$ cat src/design/kam_pkg.sv
package kam_pkg;

  localparam int MAX_KEYWORDS = 8;
  localparam int MAX_KEY_LEN  = 32;

  localparam int LEN_W  = $clog2(MAX_KEY_LEN + 1);
  localparam int CNT_W  = $clog2(MAX_KEYWORDS + 1);
  localparam int SLOT_W = (MAX_KEYWORDS > 1) ? $clog2(MAX_KEYWORDS) : 1;

  localparam logic [15:0] ETHER_IPV4 = 16'h0800;
  localparam logic [7:0]  PROTO_TCP  = 8'd6;

  typedef enum logic [1:0] {
    OP_ADD     = 2'd0,
    OP_REMOVE  = 2'd1,
    OP_HEADER  = 2'd2,
    OP_PAYLOAD = 2'd3
  } op_t;

  localparam logic [2:0] ST_OK        = 3'd0;
  localparam logic [2:0] ST_DUPLICATE = 3'd1;
  localparam logic [2:0] ST_FULL      = 3'd2;
  localparam logic [2:0] ST_NOT_FOUND = 3'd3;
  localparam logic [2:0] ST_TOO_LONG  = 3'd4;

  // Byte 0 is the newest byte: keywords are stored in window order.
  typedef logic [MAX_KEY_LEN-1:0][7:0]  key_t;
  typedef logic [MAX_KEYWORDS-1:0][7:0] code_vec_t;

  typedef struct packed {
    logic              remove;
    logic [SLOT_W-1:0] slot;
  } table_edit_t;

  typedef struct packed {
    logic              valid;
    logic              alert;
    logic [SLOT_W-1:0] slot;
    logic [7:0]        code;
    logic [31:0]       src;
    logic [31:0]       dst;
  } verdict_t;

endpackage

$ cat src/design/kam_packet_tracker.sv
module kam_packet_tracker (
  input  logic                             clk,
  input  logic                             rst,
  input  logic                             hdr_accept,
  input  logic                             pay_accept,
  input  logic                             last,
  input  logic [7:0]                       data_byte,
  input  logic [15:0]                      ether_type,
  input  logic [7:0]                       ip_protocol,
  input  logic [31:0]                      source_addr,
  input  logic [31:0]                      dest_addr,
  input  logic [kam_pkg::MAX_KEYWORDS-1:0] match,
  input  kam_pkg::code_vec_t               codes,
  input  kam_pkg::table_edit_t             edit,
  output kam_pkg::key_t                    window_next,
  output logic [kam_pkg::LEN_W-1:0]        seen_next,
  output kam_pkg::verdict_t                verdict
);
  import kam_pkg::*;

  key_t                    window;
  logic [LEN_W-1:0]        seen;
  logic [MAX_KEYWORDS-1:0] found;
  logic                    active;
  logic [31:0]             pend_src;
  logic [31:0]             pend_dst;
  logic [31:0]             last_src;
  logic [31:0]             last_dst;

  logic [MAX_KEYWORDS-1:0] found_next;
  logic                    hdr_ok;
  logic                    alerting;
  logic [SLOT_W-1:0]       first_slot;

  assign window_next = {window[MAX_KEY_LEN-2:0], data_byte};
  assign seen_next   = (seen < LEN_W'(MAX_KEY_LEN)) ? seen + LEN_W'(1) : seen;
  assign hdr_ok      = (ether_type == ETHER_IPV4) && (ip_protocol == PROTO_TCP) &&
                       ((source_addr != last_src) || (dest_addr != last_dst));

  always_comb begin
    found_next = found;
    if (pay_accept && active) found_next = found | match;
    first_slot = '0;
    for (int s = MAX_KEYWORDS - 1; s >= 0; s--) begin
      if (found_next[s]) first_slot = SLOT_W'(s);
    end
    alerting = pay_accept && last && active && (|found_next);

    verdict       = '0;
    verdict.valid = (hdr_accept || pay_accept) && last;
    if (alerting) begin
      verdict.alert = 1'b1;
      verdict.slot  = first_slot;
      verdict.code  = codes[first_slot];
      verdict.src   = pend_src;
      verdict.dst   = pend_dst;
    end
  end

  always_ff @(posedge clk) begin
    if (rst) begin
      window   <= '0;
      seen     <= '0;
      found    <= '0;
      active   <= 1'b0;
      pend_src <= '0;
      pend_dst <= '0;
      last_src <= '0;
      last_dst <= '0;
    end else begin
      if (hdr_accept) begin
        window   <= '0;
        seen     <= '0;
        found    <= '0;
        active   <= hdr_ok && !last;
        pend_src <= source_addr;
        pend_dst <= dest_addr;
      end else if (pay_accept) begin
        if (active) begin
          window <= window_next;
          seen   <= seen_next;
          found  <= found_next;
        end
        if (last) active <= 1'b0;
        if (alerting) begin
          last_src <= pend_src;
          last_dst <= pend_dst;
        end
      end else if (edit.remove) begin
        // Found marks move down with their slots.
        for (int s = 0; s < MAX_KEYWORDS; s++) begin
          if (SLOT_W'(s) >= edit.slot) begin
            if (s + 1 < MAX_KEYWORDS) found[s] <= found[s+1];
            else                      found[s] <= 1'b0;
          end
        end
      end
    end
  end

endmodule

$ cat config.mk
export PLATFORM = sky130hd
export DESIGN_NAME = kam_packet_tracker
export DESIGN_NICKNAME = d
export VERILOG_FILES = /design/src/design/kam_pkg.sv /design/src/design/kam_packet_tracker.sv
export SDC_FILE = /design/constraint.sdc
export NUM_CORES = 1
export LEC_CHECK = 0
export ABC_CLOCK_PERIOD_IN_PS = 2200
export BUFFER_PORTS_ARGS = -buffer_cell sky130_fd_sc_hd__buf_2
export CAP_MARGIN = 10
export CORE_AREA = 3 3 200 202
export CTS_BUF_LIST = sky130_fd_sc_hd__clkbuf_8 sky130_fd_sc_hd__clkbuf_16
export DETAILED_ROUTE_END_ITERATION = 12
export DIE_AREA = 0 0 203 205
export PLACE_DENSITY = 0.69
export SYNTH_ARGS = -nofsm -noshare
export SYNTH_HDL_FRONTEND = slang
export SYNTH_SLANG_ARGS = --single-unit
$ cat constraint.sdc
create_clock -name clk -period 2.2 [get_ports clk]
set_input_delay 0.22 -clock clk [delete_from_list [all_inputs] [get_ports clk]]
set_output_delay 0.22 -clock clk [all_outputs]
set_load 0.1 [all_outputs]
# Word-level counts from Yosys, hierarchy flattened
# Index checks and enable logic that the tools add are counted.
# classes
add_sub_neg,1
n_mul,0
div,0
order_cmp,10
eq_ne,5
shift,0
muxes,27
bitwise,2
reduce_logical,35
# op_table
operator,count
two-way mux 76 bit,1
!= test 32 bit,2
two-way mux 8 bit,5
AND reduction 3 bit,9
binary-select mux 8 bit (select 3 bit),1
two-way mux 3 bit,8
nonzero test 2 bit,11
"equality test 16 x 12 -> 1 bit, second input constant",1
"greater-or-equal comparator 3 bit, first input constant",4
two-way mux 1 bit,11
"equality test 8 x 3 -> 1 bit, second input constant",1
logical AND 1 bit,8
bitwise OR 8 bit,1
OR reduction 8 bit,1
"adder 6 x 1 -> 6 bit, second input constant",1
"greater-or-equal comparator 1 x 3 -> 1 bit, first input constant",2
"greater-or-equal comparator 2 x 3 -> 1 bit, first input constant",2
"< comparator 6 bit, second input constant",1
two-way mux 6 bit,1
"< comparator 3 x 4 -> 1 bit, second input constant",1
AND reduction 2 bit,2
logical OR 1 bit,2
"!= test 2 x 1 -> 1 bit, second input constant",1
OR reduction 2 bit,1
other kinds (2),2
# totals
register_bits,391
latch_bits,0
ramBits,0
mem_bits_ro,0
input_bits,177
mem_count,0

# Longest topological paths before layout
# depth
ltp_word,13
mapped_depth,11

# Least setup slack after synthesis
# Ideal clock, no wire load.
# synth_timing
path_kind,reg-to-output
from,register active
to,output port verdict[69] (netlist bit)
t_arrival_ps,3469
required_time_ps,1980
setup_slack_ps,-1489
path_stages_with_launch,7
path_buffers,1
cell_sequence,dfxtp_1 buf_6 o211ai_1 nand4b_1 or3b_2 nor2_1 a22o_1
# synth_lines
element,line_no,rtl
start: declaration,kam_packet_tracker.sv:24,logic active;
start signal: assignment,kam_packet_tracker.sv:75,active <= hdr_ok && !last;
end: declaration,kam_packet_tracker.sv:17,output kam_pkg::verdict_t verdict

==> results_dict.tcl <==
set metrics [dict create \
    post-route-period-util_pct 137 \
    root_buffer "clkbuf_16" \
    clkTransAtPathRegs_ps 60 \
    p_int_w 0.0116 \
    rsz0062_at_grt "yes" \
    switching_share_pct 23.4 \
    worstHoldStart "edit[2]" \
    worst_hold_slack_ps 39.2 \
    drc 0 \
    dp_slack_ps -446 \
    pwr_density_cell_nw_per_um2 621 \
    vias_per_cell 5.25 \
    vdd_drop_max_mv 0.599 \
    drtIter0Drc 1212 \
    die_height_microns 205 \
    rows 72 \
    vias 16196 \
    fillCellCount 3061 \
    cts_tree "done" \
    ios 516 \
    min_path_type "in -> reg" \
    power_frac_clock_pct 45.5 \
    finalPower_w 0.0151 \
    reg2reg_from "active$_SDFFE_PP0P_" \
    hpwl_microns 37200 \
    antenna_found_initial 2 \
    p_sw_w 0.00352 \
    cts_buffers 42 \
    start_kind "flip-flop" \
    max_freq_mhz 332 \
    nNetsFinal 2717 \
    area_delta_synth_final_pct 55.6 \
    cap_violations 0 \
    yosysSeqAreaShare_pct 50.2 \
    grt_pass1_vias 15653 \
    grt_usage_pct 26.7 \
    syn_area_per_cell_sq_um 8.08 \
    fin_skew_ps 19.8 \
    cp.arrival_ps 2790 \
    synth_ff_type "dfxtp_1" \
    io_buffers 515 \
    hold_viol_final 0 \
    drive_gt1_share_pct 37.3 \
    rrSetupSlack_ps -490 \
    synth.net_count 2109 \
    grt_max_degree 215 \
    netlist_instances 1931 \
    dieArea_sq_um 41600 \
    cts_max_path_buffers 3 \
    path_class "reg -> out" \
    start_util_pct 40.6 \
    die_x_microns 203 \
    pwr-share-comb_pct 6.4 \
    setup_viol 140 \
    yosysWarnings 0 \
    crit_path_start "active$_SDFFE_PP0P_" \
    synth_cell_types 60 \
    drt_first_pass_iters 6 \
    ys_seq_elements 391 \
    power_leakage_nw 10.8 \
    wl_per_cell_microns 19.7 \
    worst_pin_slew_ps 793 \
    place_area_sq_um 20200 \
    seq_power_share_pct 48.1 \
    wirelength_microns 60700 \
    cp_data_required_time_ps 1980 \
    final_cells 3086 \
    critPathCaptureType "output pin" \
    synth-edff-count 0 \
    fin_crit_ps 3010 \
    place_inst 2890 \
    grt_first_pass_wirelength_microns 88600 \
    stdcell_area_sq_um 24300 \
    slew_headroom_pct 47.2 \
    status "complete, but fails checks" \
    drv_slew 0 \
    fin_ws_ps -814 \
    cts_max_level 2 \
    ys_async_sr_fraction_pct 0 \
    worstSkewPairLatency_ps 560 \
    violations "negative setup slack" \
    synth_area_sq_um 15600 \
    ant_nets 0 \
    crit_fanout 7 \
    core-area_sq_um 38500 \
    overflow 0 \
    place_congestion 0.875 \
    cts.sinks 391 \
]
## cell usage in the layout, fill, tap and decap left out, types with 58 or more instances in the layout
master and count:
nand2_1 569, buf_2 435, dfxtp_1 389, a21oi_1 267, buf_12 92, nor2_1 85
dlygate4sd3_1 82, mux2i_1 69, a21oi_2 66, nand2_4 65, xor2_1 65, and2_4 64
buf_4 58
## worst paths after layout
kind | endpoint | depth (start not counted)
setup / recovery | verdict[40] | 11
setup reg to reg | last_src[16]$_SDFFE_PP0P_ | 14
hold / removal | found[1]$_SDFFE_PP0P_ | 3
hold reg to reg | window_next[248]$_SDFFE_PP0N_ | 2
## layout make-up
cell class | count | area [sq um] | area share (%)
clock buffers | 52 | 1200 | 4.94
multi-input cells | 1389 | 8380 | 34.5
inverters | 6 | 27.5 | 0.113
clock inverters | 19 | 136 | 0.562
flip-flops and latches | 391 | 7830 | 32.3
diodes | 2 | 5.00 | 0.0206
well taps | 518 | 648 | 2.67
repair buffers | 709 | 6040 | 24.9
## cells in the mapped netlist, types with 2 or more instances
library cell,count,area (sq um)
and2_1,66,413
buf_4,9,67.6
o21ai_0,5,25.0
o22a_1,5,43.8
buf_6,3,33.8
nor2b_1,2,12.5
o21ai_1,4,20.0
or3_1,5,31.3
mux2_2,7,78.8
xnor2_1,3,26.3
a21oi_1,333,1670
mux4_2,4,90.1
o21a_1,2,15.0
nor4_1,20,125
nand2_1,635,2380
nor3_1,5,25.0
buf_2,10,50.1
xor2_1,66,578
buf_1,4,15.0
mux2i_1,70,701
nand2b_1,7,43.8
inv_1,5,18.8
nor2_1,88,330
mux2_1,5,56.3
dfxtp_1,391,7830
a22o_1,2,17.5
nor4b_1,2,17.5
nand4_1,6,37.5
a211oi_1,3,22.5
a31oi_1,5,31.3
nand4b_1,2,17.5
clkbuf_1,119,447
o211a_1,6,60.1
nand3_1,6,30.0
## power by group through the flow
| stage | registers, W | logic (W) | clock network (W) |
|---|---|---|---|
| final | 0.00725 | 0.000961 | 0.00686 |
| after global routing | 0.00725 | 0.00102 | 0.00726 |
| after CTS | 0.00723 | 0.000914 | 0.00697 |
| after detailed placement | 0.00736 | 0.000771 | 0 |
| after global placement | 0.00735 | 0.000756 | 0 |
| after floorplan | 0.00734 | 0.000434 | 0 |
## worst max-delay path, stage by stage, from the launching register on
cell and delay, ps:
dfxtp_4 370, buf_6 140, o211ai_1 130, buf_4 160
nand4b_1 100, buf_4 160, o31ai_4 270, clkinv_4 190
buf_4 190, buf_8 130, and2_2 220, buf_12 170
## per-stage QoR
step                utilization, %  TNS [ps]
finish                        63.1    -77150
global route                  63.1    -89360
CTS                           61.9    -72900
detailed placement            52.6     -8290
global placement              52.6     -3140
floorplan                        -     -6530
## cells by family (layout without fill, tap and decap cells)
family / Yosys count / count (layout) / share of synthesized area, %
adder cells (fa/ha/maj): 1 / 1 / 0.0802
multiplexers: 87 / 87 / 6.03
AO/OA/AOI/OAI: 382 / 382 / 13.3
AND/OR/NAND/NOR: 850 / 850 / 22.5
flip-flops: 391 / 391 / 50.2
buffers and inverters: 151 / 786 / 4.07
other: 0 / 2 / 0
XOR/XNOR: 69 / 69 / 3.87
## routing by layer
layer  GRT usage (%)  wire length (microns)  vias up
li1                -                      -     7551
met1            32.6                  23700     7667
met2            44.2                  29000      764
met3            6.90                   4900      212
met4            12.5                   3100        2
met5               0                     15        -
## state kept, by name, summed over array words and instances, names as in the netlist
name and flops:
window_next 248, last_dst 32, last_src 32, pend_dst 32, pend_src 32, found 8
seen 6, active 1
## what timing repair did
item,in CTS,in global routing
setup buffers,19,13
gates resized for setup,249,121
cloned,18,2
hold endpoints to repair,78,0
pin swaps,85,22
setup endpoints to repair,142,345
hold buffers,82,0
No activity file was read; power rests on OpenSTA's default activity.
